<file path="src/rtl/core/gww_pkg.sv">
package gww_pkg;

    localparam int MAX_WORD_DEF = 32;

    localparam logic [7:0] SPACE_BYTE     = 8'd32;
    localparam logic [7:0] BREAK_BYTE     = 8'd10;
    localparam logic [7:0] LINE_WIDTH_RST = 8'd80;

    typedef enum logic [1:0] {
        SEP_NONE,
        SEP_SPACE,
        SEP_BREAK
    } t_sep;

    typedef struct packed {
        logic bank;
        t_sep sep;
        logic cut;
        logic close;
    } t_cmd;

    typedef struct packed {
        logic valid;
        logic bank;
    } t_rel;

    typedef enum logic [1:0] {
        BS_IDLE,
        BS_SEP,
        BS_WORD,
        BS_CLOSE
    } t_bstate;

endpackage

</file>
<file path="src/rtl/core/gww_if.sv">
interface gww_in_if;
    logic       valid;
    logic       ready;
    logic [7:0] ch;
    logic       text_end;
    modport source (output valid, ch, text_end, input ready);
    modport sink   (input valid, ch, text_end, output ready);
endinterface

interface gww_out_if;
    logic       valid;
    logic       ready;
    logic [7:0] out_char;
    logic       run_last;
    logic       word_cut;
    modport source (output valid, out_char, run_last, word_cut, input ready);
    modport sink   (input valid, out_char, run_last, word_cut, output ready);
endinterface

interface gww_cfg_if;
    logic       valid;
    logic       ready;
    logic [7:0] data;
    modport source (output valid, data, input ready);
    modport sink   (input valid, data, output ready);
endinterface

</file>
<file path="src/rtl/core/greedy_word_wrap_top.sv">
// channel  | dir | payload                       | request accepted when
// ---------+-----+-------------------------------+----------------------
// i_in     | in  | ch, text_end                  | valid && ready
// o_out    | out | out_char, run_last, word_cut  | valid && ready
// i_cfg    | in  | data (line_width)             | valid (ready tied high)
//
// Front takes one byte a cycle while its word bank is free and the queue has
// room; two banks let it fill the next word while the back still emits the
// previous one. Back: takes a request off the queue, then one result a cycle
// while the output is not stalled (separator, word bytes from the word RAM
// read port, closing break). Output register holds on stall.
// Reset clears control state only; the word RAM is not cleared.
module greedy_word_wrap_top #(
    parameter int MAX_WORD = gww_pkg::MAX_WORD_DEF
) (
    input  logic      i_clk,
    input  logic      i_rst_n,
    gww_in_if.sink    i_in,
    gww_out_if.source o_out,
    gww_cfg_if.sink   i_cfg
);
    import gww_pkg::*;

    localparam int LW = $clog2(MAX_WORD + 1);
    localparam int AW = $clog2(2 * MAX_WORD);
    localparam int QW = $bits(t_cmd) + LW;

    logic          q_full, q_empty, push, pop;
    t_cmd          f_cmd, b_cmd;
    logic [LW-1:0] f_len, b_len;
    logic [QW-1:0] q_rdata;
    t_rel          rel;
    logic          wr_en, rd_en;
    logic [AW-1:0] wr_addr, rd_addr;
    logic [7:0]    wr_data, rd_data;

    assign i_cfg.ready = 1'b1;

    gww_front #(.MAX_WORD(MAX_WORD)) u_front (
        .i_clk         (i_clk),
        .i_rst_n       (i_rst_n),
        .i_in_valid    (i_in.valid),
        .i_in_ch       (i_in.ch),
        .i_in_text_end (i_in.text_end),
        .o_in_ready    (i_in.ready),
        .i_cfg_valid   (i_cfg.valid),
        .i_cfg_data    (i_cfg.data),
        .i_q_full      (q_full),
        .o_push        (push),
        .o_cmd         (f_cmd),
        .o_cmd_len     (f_len),
        .o_wr_en       (wr_en),
        .o_wr_addr     (wr_addr),
        .o_wr_data     (wr_data),
        .i_rel         (rel)
    );

    gww_queue #(.WIDTH(QW)) u_queue (
        .i_clk   (i_clk),
        .i_rst_n (i_rst_n),
        .i_push  (push),
        .i_data  ({f_cmd, f_len}),
        .i_pop   (pop),
        .o_data  (q_rdata),
        .o_full  (q_full),
        .o_empty (q_empty)
    );

    assign {b_cmd, b_len} = q_rdata;

    gww_ram #(.WIDTH(8), .DEPTH(2 * MAX_WORD)) u_ram (
        .i_clk     (i_clk),
        .i_wr_en   (wr_en),
        .i_wr_addr (wr_addr),
        .i_wr_data (wr_data),
        .i_rd_en   (rd_en),
        .i_rd_addr (rd_addr),
        .o_rd_data (rd_data)
    );

    gww_back #(.MAX_WORD(MAX_WORD)) u_back (
        .i_clk          (i_clk),
        .i_rst_n        (i_rst_n),
        .i_q_empty      (q_empty),
        .i_cmd          (b_cmd),
        .i_cmd_len      (b_len),
        .o_pop          (pop),
        .o_rd_en        (rd_en),
        .o_rd_addr      (rd_addr),
        .i_rd_data      (rd_data),
        .o_out_valid    (o_out.valid),
        .i_out_ready    (o_out.ready),
        .o_out_char     (o_out.out_char),
        .o_out_run_last (o_out.run_last),
        .o_out_word_cut (o_out.word_cut),
        .o_rel          (rel)
    );

endmodule

</file>
<file path="src/rtl/core/gww_ram.sv">
module gww_ram #(
    parameter int WIDTH = 8,
    parameter int DEPTH = 64,
    localparam int AW = (DEPTH > 1) ? $clog2(DEPTH) : 1
) (
    input  logic             i_clk,
    input  logic             i_wr_en,
    input  logic [AW-1:0]    i_wr_addr,
    input  logic [WIDTH-1:0] i_wr_data,
    input  logic             i_rd_en,
    input  logic [AW-1:0]    i_rd_addr,
    output logic [WIDTH-1:0] o_rd_data
);

    logic [WIDTH-1:0] r_mem [DEPTH];
    logic [WIDTH-1:0] r_rd_data;

    always_ff @(posedge i_clk) begin
        if (i_wr_en) begin
            r_mem[i_wr_addr] <= i_wr_data;
        end
        if (i_rd_en) begin
            r_rd_data <= r_mem[i_rd_addr];
        end
    end

    assign o_rd_data = r_rd_data;

endmodule

</file>
<file path="src/rtl/core/gww_front.sv">
module gww_front #(
    parameter int MAX_WORD = gww_pkg::MAX_WORD_DEF,
    localparam int LW = $clog2(MAX_WORD + 1),
    localparam int AW = $clog2(2 * MAX_WORD),
    localparam int SW = $clog2(255 + 1 + MAX_WORD + 1)
) (
    input  logic             i_clk,
    input  logic             i_rst_n,
    input  logic             i_in_valid,
    input  logic [7:0]       i_in_ch,
    input  logic             i_in_text_end,
    output logic             o_in_ready,
    input  logic             i_cfg_valid,
    input  logic [7:0]       i_cfg_data,
    input  logic             i_q_full,
    output logic             o_push,
    output gww_pkg::t_cmd    o_cmd,
    output logic [LW-1:0]    o_cmd_len,
    output logic             o_wr_en,
    output logic [AW-1:0]    o_wr_addr,
    output logic [7:0]       o_wr_data,
    input  gww_pkg::t_rel    i_rel
);
    import gww_pkg::*;

    logic [7:0]    r_line_width;
    logic [LW-1:0] r_len, n_len;
    logic [7:0]    r_col, n_col;
    logic          r_ovf, n_ovf;
    logic          r_bank, n_bank;
    logic [1:0]    r_busy, n_busy;

    logic          acc, is_sp, room, wr, ovf_after, flush, has_word, fits;
    logic [LW-1:0] len_after;
    logic [SW-1:0] sum;
    t_sep          sep;
    logic [7:0]    col_word;

    assign o_in_ready = !i_q_full && !r_busy[r_bank];
    assign acc        = i_in_valid && o_in_ready;
    assign is_sp      = (i_in_ch == SPACE_BYTE);
    assign room       = (r_len < LW'(MAX_WORD));
    assign wr         = !is_sp && room;
    assign len_after  = r_len + LW'(wr);
    assign ovf_after  = r_ovf | (!is_sp && !room);
    assign flush      = is_sp || i_in_text_end;
    assign has_word   = flush && (len_after != '0);
    assign sum        = SW'(r_col) + SW'(len_after) + SW'(1);
    assign fits       = (sum <= SW'(r_line_width));

    always_comb begin
        if (r_col == 8'd0) begin
            sep      = SEP_NONE;
            col_word = 8'(len_after);
        end else if (fits) begin
            sep      = SEP_SPACE;
            col_word = 8'(sum);
        end else begin
            sep      = SEP_BREAK;
            col_word = 8'(len_after);
        end
    end

    assign o_push       = acc && (has_word || i_in_text_end);
    assign o_cmd.bank   = r_bank;
    assign o_cmd.sep    = has_word ? sep : SEP_NONE;
    assign o_cmd.cut    = has_word && ovf_after;
    assign o_cmd.close  = i_in_text_end;
    assign o_cmd_len    = has_word ? len_after : '0;

    assign o_wr_en   = acc && wr;
    assign o_wr_addr = r_bank ? (AW'(MAX_WORD) + AW'(r_len)) : AW'(r_len);
    assign o_wr_data = i_in_ch;

    always_comb begin
        n_len  = r_len;
        n_col  = r_col;
        n_ovf  = r_ovf;
        n_bank = r_bank;
        n_busy = r_busy;
        if (i_rel.valid) begin
            n_busy[i_rel.bank] = 1'b0;
        end
        if (acc) begin
            n_len = flush ? '0 : len_after;
            n_ovf = flush ? 1'b0 : ovf_after;
            if (has_word) begin
                n_col          = col_word;
                n_bank         = ~r_bank;
                n_busy[r_bank] = 1'b1;
            end
            if (i_in_text_end) begin
                n_col = 8'd0;
            end
        end
    end

    always_ff @(posedge i_clk) begin
        if (!i_rst_n) begin
            r_line_width <= LINE_WIDTH_RST;
            r_len        <= '0;
            r_col        <= 8'd0;
            r_ovf        <= 1'b0;
            r_bank       <= 1'b0;
            r_busy       <= 2'b00;
        end else begin
            if (i_cfg_valid) begin
                r_line_width <= i_cfg_data;
            end
            r_len  <= n_len;
            r_col  <= n_col;
            r_ovf  <= n_ovf;
            r_bank <= n_bank;
            r_busy <= n_busy;
        end
    end

endmodule

</file>
<file path="src/rtl/core/gww_queue.sv">
module gww_queue #(
    parameter int WIDTH = 8
) (
    input  logic             i_clk,
    input  logic             i_rst_n,
    input  logic             i_push,
    input  logic [WIDTH-1:0] i_data,
    input  logic             i_pop,
    output logic [WIDTH-1:0] o_data,
    output logic             o_full,
    output logic             o_empty
);

    logic [WIDTH-1:0] r_mem [2];
    logic             r_wp, r_rp;
    logic [1:0]       r_cnt, n_cnt;

    assign o_full  = (r_cnt == 2'd2);
    assign o_empty = (r_cnt == 2'd0);
    assign o_data  = r_mem[r_rp];

    always_comb begin
        n_cnt = r_cnt;
        if (i_push && !i_pop) begin
            n_cnt = r_cnt + 2'd1;
        end else if (!i_push && i_pop) begin
            n_cnt = r_cnt - 2'd1;
        end
    end

    always_ff @(posedge i_clk) begin
        if (i_push) begin
            r_mem[r_wp] <= i_data;
        end
    end

    always_ff @(posedge i_clk) begin
        if (!i_rst_n) begin
            r_wp  <= 1'b0;
            r_rp  <= 1'b0;
            r_cnt <= 2'd0;
        end else begin
            if (i_push) begin
                r_wp <= ~r_wp;
            end
            if (i_pop) begin
                r_rp <= ~r_rp;
            end
            r_cnt <= n_cnt;
        end
    end

endmodule

</file>
<file path="src/rtl/core/gww_back.sv">
module gww_back #(
    parameter int MAX_WORD = gww_pkg::MAX_WORD_DEF,
    localparam int LW = $clog2(MAX_WORD + 1),
    localparam int AW = $clog2(2 * MAX_WORD)
) (
    input  logic             i_clk,
    input  logic             i_rst_n,
    input  logic             i_q_empty,
    input  gww_pkg::t_cmd    i_cmd,
    input  logic [LW-1:0]    i_cmd_len,
    output logic             o_pop,
    output logic             o_rd_en,
    output logic [AW-1:0]    o_rd_addr,
    input  logic [7:0]       i_rd_data,
    output logic             o_out_valid,
    input  logic             i_out_ready,
    output logic [7:0]       o_out_char,
    output logic             o_out_run_last,
    output logic             o_out_word_cut,
    output gww_pkg::t_rel    o_rel
);
    import gww_pkg::*;

    t_bstate       r_state, n_state;
    t_cmd          r_cmd;
    logic [LW-1:0] r_len;
    logic [LW-1:0] r_rd_idx;
    logic          r_rd_vld;
    logic          r_ov;
    logic [7:0]    r_ochar;
    logic          r_olast, r_ocut;

    logic          can_adv, last_byte, emit, e_last, e_cut;
    logic [7:0]    e_char;

    assign can_adv   = !r_ov || i_out_ready;
    assign last_byte = (r_rd_idx == r_len);
    assign o_rd_addr = r_cmd.bank ? (AW'(MAX_WORD) + AW'(r_rd_idx)) : AW'(r_rd_idx);

    always_comb begin
        n_state = r_state;
        case (r_state)
            BS_IDLE: begin
                if (!i_q_empty) begin
                    if (i_cmd.sep != SEP_NONE) begin
                        n_state = BS_SEP;
                    end else if (i_cmd_len != '0) begin
                        n_state = BS_WORD;
                    end else begin
                        n_state = BS_CLOSE;
                    end
                end
            end
            BS_SEP: begin
                if (can_adv) begin
                    n_state = BS_WORD;
                end
            end
            BS_WORD: begin
                if (r_rd_vld && can_adv && last_byte) begin
                    n_state = r_cmd.close ? BS_CLOSE : BS_IDLE;
                end
            end
            BS_CLOSE: begin
                if (can_adv) begin
                    n_state = BS_IDLE;
                end
            end
            default: begin
                n_state = BS_IDLE;
            end
        endcase
    end

    always_comb begin
        o_pop       = 1'b0;
        o_rd_en     = 1'b0;
        emit        = 1'b0;
        e_char      = BREAK_BYTE;
        e_last      = 1'b0;
        e_cut       = 1'b0;
        o_rel.valid = 1'b0;
        o_rel.bank  = r_cmd.bank;
        case (r_state)
            BS_IDLE: begin
                o_pop = !i_q_empty;
            end
            BS_SEP: begin
                o_rd_en = can_adv;
                emit    = can_adv;
                e_char  = (r_cmd.sep == SEP_SPACE) ? SPACE_BYTE : BREAK_BYTE;
                e_cut   = r_cmd.cut;
            end
            BS_WORD: begin
                o_rd_en     = (!r_rd_vld || can_adv) && !last_byte;
                emit        = r_rd_vld && can_adv;
                e_char      = i_rd_data;
                e_last      = last_byte && !r_cmd.close;
                e_cut       = r_cmd.cut;
                o_rel.valid = emit && last_byte;
            end
            BS_CLOSE: begin
                emit   = can_adv;
                e_last = 1'b1;
            end
            default: begin
                o_pop = 1'b0;
            end
        endcase
    end

    always_ff @(posedge i_clk) begin
        if (o_pop) begin
            r_cmd    <= i_cmd;
            r_len    <= i_cmd_len;
            r_rd_idx <= '0;
        end else if (o_rd_en) begin
            r_rd_idx <= r_rd_idx + LW'(1);
        end
        if (emit) begin
            r_ochar <= e_char;
            r_olast <= e_last;
            r_ocut  <= e_cut;
        end
    end

    always_ff @(posedge i_clk) begin
        if (!i_rst_n) begin
            r_state  <= BS_IDLE;
            r_rd_vld <= 1'b0;
            r_ov     <= 1'b0;
        end else begin
            r_state <= n_state;
            if (o_pop) begin
                r_rd_vld <= 1'b0;
            end else if (o_rd_en) begin
                r_rd_vld <= 1'b1;
            end else if (emit && r_state == BS_WORD) begin
                r_rd_vld <= 1'b0;
            end
            if (emit) begin
                r_ov <= 1'b1;
            end else if (i_out_ready) begin
                r_ov <= 1'b0;
            end
        end
    end

    assign o_out_valid    = r_ov;
    assign o_out_char     = r_ochar;
    assign o_out_run_last = r_olast;
    assign o_out_word_cut = r_ocut;

endmodule

</file>
<file path="src/flat_wrapper.sv">
// flat-port wrapper written by rule: the top's interface ports become plain ports
module greedy_word_wrap_top_flat import gww_pkg::*;
#(
    parameter int MAX_WORD = gww_pkg::MAX_WORD_DEF
)
  (i_clk, i_rst_n, i_in_valid, i_in_ch, i_in_text_end, i_in_ready, o_out_valid, o_out_out_char, o_out_run_last, o_out_word_cut, o_out_ready, i_cfg_valid, i_cfg_data, i_cfg_ready);
  gww_in_if i_in_i ();
  gww_out_if o_out_i ();
  gww_cfg_if i_cfg_i ();
  input  logic i_clk;
  input  logic i_rst_n;
  input wire logic [$bits(i_in_i.valid)-1:0] i_in_valid;
  input wire logic [$bits(i_in_i.ch)-1:0] i_in_ch;
  input wire logic [$bits(i_in_i.text_end)-1:0] i_in_text_end;
  output wire logic [$bits(i_in_i.ready)-1:0] i_in_ready;
  output wire logic [$bits(o_out_i.valid)-1:0] o_out_valid;
  output wire logic [$bits(o_out_i.out_char)-1:0] o_out_out_char;
  output wire logic [$bits(o_out_i.run_last)-1:0] o_out_run_last;
  output wire logic [$bits(o_out_i.word_cut)-1:0] o_out_word_cut;
  input wire logic [$bits(o_out_i.ready)-1:0] o_out_ready;
  input wire logic [$bits(i_cfg_i.valid)-1:0] i_cfg_valid;
  input wire logic [$bits(i_cfg_i.data)-1:0] i_cfg_data;
  output wire logic [$bits(i_cfg_i.ready)-1:0] i_cfg_ready;
  assign i_in_i.valid = i_in_valid;
  assign i_in_i.ch = i_in_ch;
  assign i_in_i.text_end = i_in_text_end;
  assign i_in_ready = i_in_i.ready;
  assign o_out_valid = o_out_i.valid;
  assign o_out_out_char = o_out_i.out_char;
  assign o_out_run_last = o_out_i.run_last;
  assign o_out_word_cut = o_out_i.word_cut;
  assign o_out_i.ready = o_out_ready;
  assign i_cfg_i.valid = i_cfg_valid;
  assign i_cfg_i.data = i_cfg_data;
  assign i_cfg_ready = i_cfg_i.ready;
  greedy_word_wrap_top #(.MAX_WORD(MAX_WORD)) u_core (.i_clk(i_clk), .i_rst_n(i_rst_n), .i_in(i_in_i), .o_out(o_out_i), .i_cfg(i_cfg_i));
endmodule
</file>
<file path="config.mk">
export PLATFORM = sky130hd
export DESIGN_NAME = greedy_word_wrap_top_flat
export DESIGN_NICKNAME = d
export VERILOG_FILES = /design/src/rtl/core/gww_pkg.sv /design/src/rtl/core/gww_if.sv /design/src/rtl/core/greedy_word_wrap_top.sv /design/src/rtl/core/gww_ram.sv /design/src/rtl/core/gww_front.sv /design/src/rtl/core/gww_queue.sv /design/src/rtl/core/gww_back.sv /design/src/flat_wrapper.sv
export SDC_FILE = /design/constraint.sdc
export NUM_CORES = 1
export LEC_CHECK = 0
export ABC_AREA = 1
export BUFFER_PORTS_ARGS = -buffer_cell sky130_fd_sc_hd__buf_2
export CAP_MARGIN = 30
export CORE_MARGIN = 8
export CORE_UTILIZATION = 39
export CTS_CLUSTER_SIZE = 40
export DETAILED_ROUTE_END_ITERATION = 8
export REMOVE_ABC_BUFFERS = 1
export SYNTH_ARGS = -nofsm -noshare
export SYNTH_HDL_FRONTEND = slang
export SYNTH_SLANG_ARGS = --single-unit
</file>
<file path="constraint.sdc">
create_clock -name i_clk -period 7 [get_ports i_clk]
set_clock_uncertainty 0.05 [all_clocks]
set_input_delay 1.4 -clock i_clk [delete_from_list [all_inputs] [get_ports i_clk]]
set_output_delay 1.4 -clock i_clk [all_outputs]
set_load 0.01 [all_outputs]
</file>
# After elaboration in Yosys (flattened, before gate mapping)
# Memories as Yosys holds them, arrays and structs flattened. A register that Yosys moved wholly into a read port is not among the register bits.
# Index checks and enable logic that the tools add are counted.
op_classes:
  mux: 48
  multipliers: 0
  n_lt_le_gt_ge: 6
  eq_ne: 11
  n_div: 0
  addsub: 8
  n_reduce_logical: 48
  shifts: 0
  bitwise: 8
ops:
  columns: ["operator", "count"]
  rows:
  - ["$mux W8", 4]
  - ["$mux W6", 5]
  - ["$mux W2", 14]
  - ["$mux W1", 18]
  - ["$logic_and A1 B1 Y1", 17]
  - ["$pmux W8 S2", 1]
  - ["$add A6 B6 Y6 const A", 2]
  - ["$reduce_bool A6 Y1", 2]
  - ["$logic_not A1 Y1", 11]
  - ["$reduce_bool A2 Y1", 5]
  - ["$add A8 B6 Y9", 1]
  - ["$add A9 B1 Y9 const B", 1]
  - ["$le A9 B8 Y1", 1]
  - ["$eq A8 B6 Y1 const B", 1]
  - ["$logic_not A8 Y1", 1]
  - ["$ne A2 B2 Y1 const B", 4]
  - ["$pmux W2 S4", 1]
  - ["$add A6 B1 Y6", 1]
  - ["$add A6 B1 Y6 const B", 1]
  - ["$eq A2 B2 Y1 const B", 3]
  - ["$eq A6 B6 Y1", 1]
  - ["$lt A6 B6 Y1 const B", 1]
  - ["$pmux W1 S2", 3]
  - ["$reduce_or A2 Y1", 3]
  - ["other kinds (15)", 27]
word_totals:
  ff_bits: 61
  output_inout_bits: 13
  romBits: 0
  mem_count: 2
  ramBits: 534
  latch_bits: 0
  elab_cells: 152
  input_bits: 22
memory_table:
  columns: ["name", "words", "word_bits", "read_ports", "rd_clocked_by_memory_dff", "wr", "line", "text"]
  rows:
  - ["u_core.u_ram.r_mem", 64, 8, 1, 1, 1, "gww_ram.sv:15", "logic [WIDTH-1:0] r_mem [DEPTH];"]
  - ["u_core.u_queue.r_mem", 2, 11, 1, 1, 1, "gww_queue.sv:14", "logic [WIDTH-1:0] r_mem [2];"]

# Logic depth before layout (Yosys ltp)
depth:
  word_depth: 12
  depth_mapped: 28
  ltp_nobuf: 28

# By module
# Synthesis repeated with hierarchy kept, for this count alone.
hier_totals:
  cells_unflattened: 2337
  hier_area_um2: 26030.0
by_module_without_submodules:
  columns: ["module", "seq_area_each_um2", "area_per_inst_um2", "n_inst", "cells_each"]
  rows:
  - ["gww_ram", 15615.0, 21419.3, 1, 1805]
  - ["gww_front", 520.5, 1933.1, 1, 279]
  - ["gww_back", 830.8, 1602.8, 1, 182]
  - ["gww_queue", 760.7, 1063.5, 1, 69]
  - ["greedy_word_wrap_top", 0.0, 11.3, 1, 2]

# Worst setup path before layout
# OpenSTA, ideal clock, no wires.
synth_path:
  path_kind: "in2reg"
  from: "in i_in_ch[3]"
  to: "reg u_core.u_front.r_col[7]"
  path_buffers: 0
  setup_slack_ns: 2.257
  setup_time_ns: 0.070
  stages: 23
  required_ns: 6.880
  arrival_ns: 4.622
  path_cell_list: "nor2_1 nor3b_1 a21oi_1 ha_1 ha_1 nand3_1 nand2_1 and2_4 ha_1 a21oi_1 nor2_1 a21oi_1 nand2_1 nand2_1 nand2_1 ha_1 and3_1 nand2_1 nand2_1 nand2_1 nand3_1 nand3b_1 a21oi_1"
synth_between:
  elab_chain_cells: 11
  elab_cells_between_ends: 16
  cone_classes: "add/sub (3); order compare (1); eq/ne (1); mux (4); reduce/logical (7)"
synth_rtl:
  columns: ["element", "line", "text"]
  rows:
  - ["from (decl)", "flat_wrapper.sv:13", "input wire logic [$bits(i_in_i.ch)-1:0] i_in_ch;"]
  - ["$eq A8 B6 Y1 *", "gww_front.sv:41", "assign is_sp = (i_in_ch == SPACE_BYTE);"]
  - ["$logic_not A1 Y1", "gww_front.sv:43", "assign wr = !is_sp && room;"]
  - ["$logic_and A1 B1 Y1", "gww_front.sv:43", null]
  - ["$add A6 B1 Y6", "gww_front.sv:44", "assign len_after = r_len + LW'(wr);"]
  - ["$add A8 B6 Y9", "gww_front.sv:48", "assign sum = SW'(r_col) + SW'(len_after) + SW'(1);"]
  - ["$add A9 B1 Y9", "gww_front.sv:48", null]
  - ["$le A9 B8 Y1", "gww_front.sv:49", "assign fits = (sum <= SW'(r_line_width));"]
  - ["$mux W8", "gww_front.sv:55", "end else if (fits) begin"]
  - ["$mux W8", "gww_front.sv:52", "if (r_col == 8'd0) begin"]
  - ["$mux W8", "gww_front.sv:87", "if (has_word) begin"]
  - ["$mux W8", "gww_front.sv:92", "if (i_in_text_end) begin"]
  - ["to (signal assigned)", "gww_front.sv:111", "r_col <= n_col;"]
  - ["to (decl)", "gww_front.sv:28", "logic [7:0] r_col, n_col;"]
# Every way passes the cells marked *; elsewhere a longest branch is shown, timed or not. The select of a mux whose other input is x is not followed.
# A chain may end at the register's enable or synchronous reset.

# Worst setup path after layout
layout_path:
  from: "in i_in_ch[3]"
  to: "reg u_core.u_front.r_col[6]"
# The elaborated chain is that of the path after synthesis.

==> impl_results.md <==
* Outcome: finished clean
* Max Cap Viol at 0
* Die ar. at 0.0722 mm²
* Slowest stage delay, CP at 470 ps
* Post-DP HPWL at 37400 µm
* CP Launch Type: primary input
* Yosys warning total at 0
* DRC at 0
* H-tree depth at 2
* Final GP Congestion at 0.943
* CTS Root Cell: clkbuf_16
* Antenna viol nets, final at 0
* Fillcell total at 5795
* Port bufs at 33
* Final Slew Violations at 0
* Via count at 16044
* Total CTS buffers at 58
* Vert. Die Dim at 269 µm
* CP cell instances: buf_2, nor2_1, nor3b_1, a21oi_1, ha_1, inv_1, ha_1, inv_1, fa_1, nand3_1, nand2_1, nand2_1, a21oi_1, o21bai_1, nand2_1, ha_1, a21o_1, a21oi_1, nand2_1, nand2_1, nand3_1, nand3b_1, a21oi_1
* CTS tree: done
* Drt first pass iters at 6
* Sequential fraction of the synthesis area at 71.2%
* DRT Wirelength at 61700 µm
* Max IR drop VDD at 0.215 mV
* Final worst path period need at 5220 ps
* Clk slew on worst S/H paths at 60 ps
* Layout Nets at 2151
* Post-synthesis register bit count at 604
* CTS resizes at 0
* Largest net degree at the start of global routing at 126
* RSZ-0062 raised after global routing: no
* Drt initial violations at 1519
* WL/cell at 20.6 µm
* CTS Hold Bufs at 0
* Core ar. at 0.0631 mm²
* WHS at 411 ps
* Grt total ovfl at 0
* Syn avg cell area at 11.8 µm²
* Crit Path Category: in2reg
* Post-synth EDFFs at 563
* Layout cells sized above 1 at 7.81%
* Fin. Hold Viols at 0
* Cell count after synthesis at 2104
* Most common cell after layout, fill and taps aside: edfxtp_1
* Clk Latency, worst-skew pair at 610 ps
* Crit. End Element: register
* CP max FO at 9
* Arrival @ worst endpoint at 5690 ps
* Layout area overhead at 11.4%
* Non-filler instance count after layout at 2997
* Clk sink count at 604
* Fmax at 192 MHz
* Vias per cell at 5.35
* Buf+Inv Stages, Crit Path at 3
* CP max stage cell: a21oi_1
* Final setup fails at 0
* Main synth FF type: edfxtp_1
* Total GRT Usage at 16.8%
* Width of the chip at 269 µm
* Mapped cell area at 0.0249 mm²
* Boundary Pins at 35
* Slew Limit Headroom at 30.8%
* Row Count at 92
* First-pass GRT wire length at 93800 µm
* Initial core utilization at 39.5%
* Pwr/cell area at 340 mW/mm²
* Initial antenna violation count at 0
* Crit share post-route at 74.5%
* Post CTS Setup Buffer Count at 0
* Measured slew at the worst slew-check pin at 1030 ps
* Critical Path Most Common Cell: nand2_1
* Crit path max-delay family: simple AND/OR/NAND/NOR gates
* Synth cell types at 46
* Post-synthesis async set-or-reset flop share at 0%
* Clk buf depth at 3
* Vias in the first global route at 15470
* Post-placement worst setup slack at 1180 ps
* Most frequent cells in the layout: edfxtp_1, nor2_1, o21ai_0, nand2_1, nand3_1
* Final WS setup at 1780 ps
* Antenna diode count at 0
* Hold Crit Class: reg2reg
* Dpl cells at 2889
* Pleak at 0.00924 µW
* WP data required at 7480 ps
-- routing by layer --
metal | GRT usage, % | share of wire, % | vias up
li1 | - | - | 7586
met3 | 3.06 | 6.0 | 107
met5 | 0 | 0 | -
met1 | 22.7 | 44 | 7851
met4 | 5.09 | 2.8 | 0
met2 | 27.7 | 47 | 500
-- synth_stat cells (7+ instances only) --
| master | number | area share [%] |
|---|---|---|
| edfxtp_1 | 563 | 68 |
| nor2_1 | 419 | 6.3 |
| o21ai_0 | 281 | 5.6 |
| nand2_1 | 220 | 3.3 |
| nand3_1 | 79 | 1.6 |
| inv_1 | 76 | 1.1 |
| o22ai_1 | 66 | 1.7 |
| clkbuf_1 | 65 | 0.98 |
| o211ai_1 | 61 | 1.8 |
| a21oi_1 | 58 | 1.2 |
| dfxtp_1 | 41 | 3.3 |
| nand4_1 | 37 | 0.93 |
| buf_2 | 32 | 0.64 |
| ha_1 | 24 | 1.2 |
| buf_4 | 9 | 0.27 |
| inv_2 | 8 | 0.12 |
| xor2_1 | 7 | 0.25 |
-- final timing paths --
check | from | slack, ps | depth (start not counted) | endpoint
worst max-delay path | i_in_ch[3] | 1780 | 23 | u_core.u_front.r_col[6]
worst min-delay path | u_core.u_queue.r_rp | 410 | 1 | register
worst max register to register | u_core.u_front.r_len[5] | 2520 | 20 | u_core.u_front.r_col[6]
worst min register to register | u_core.u_queue.r_rp | 410 | 1 | register
-- kinds of logic after synthesis --
kind of cell | share of synthesized area (%)
xor+xnor | 0.316
other cells | 0.0151
fa+ha+maj | 1.29
flops | 71.2
buf+inv | 3.43
simple gates | 13.0
compound gates | 10.8
-- power breakdown --
part           total, µW  switching [µW]  internal [µW]
Combinational       1990            1450            543
Sequential          4230             112           4110
Clock               3210            1310           1900
-- metrics by stage --
stage | util (%) | power (µW) | TNS, ps | instance area (µm²)
global placement | 40.8 | 6250 | 0 | 25800
global route | 44.0 | 9850 | 0 | 27800
floorplan | - | 5540 | -43500 | 24400
CTS | 44.0 | 9480 | 0 | 27700
detailed placement | 40.9 | 6300 | 0 | 25800
finish | 44.0 | 9430 | 0 | 27800
-- state kept, by name, summed over array words and instances, names as in the netlist, 2 cells and up, named ones only --
signal and count:
u_core.u_queue.r_mem 22, u_core.u_front.r_len 6, u_core.u_back.r_len 6, u_core.u_back.r_cmd 4, u_core.u_front.r_line_width 8, u_core.u_ram.o_rd_data 8
u_core.u_queue.r_cnt 2, u_core.u_front.r_col 8, u_core.u_front.r_busy 2, u_core.u_back.o_out_char 8, u_core.u_back.r_state 2, u_core.u_ram.r_mem 512
u_core.u_back.r_rd_idx 6
-- cell type report --
type | count | area, µm² | area share (%)
sequential | 604 | 17700 | 63.9
timing repair buffer | 56 | 358 | 1.29
clock inverter | 31 | 349 | 1.26
multi-input combinational | 1300 | 6330 | 22.8
clock buffer | 76 | 1600 | 5.77
tap | 846 | 1060 | 3.81
inverter | 84 | 320 | 1.15
Note: power is estimated with default switching activity, not from simulation.
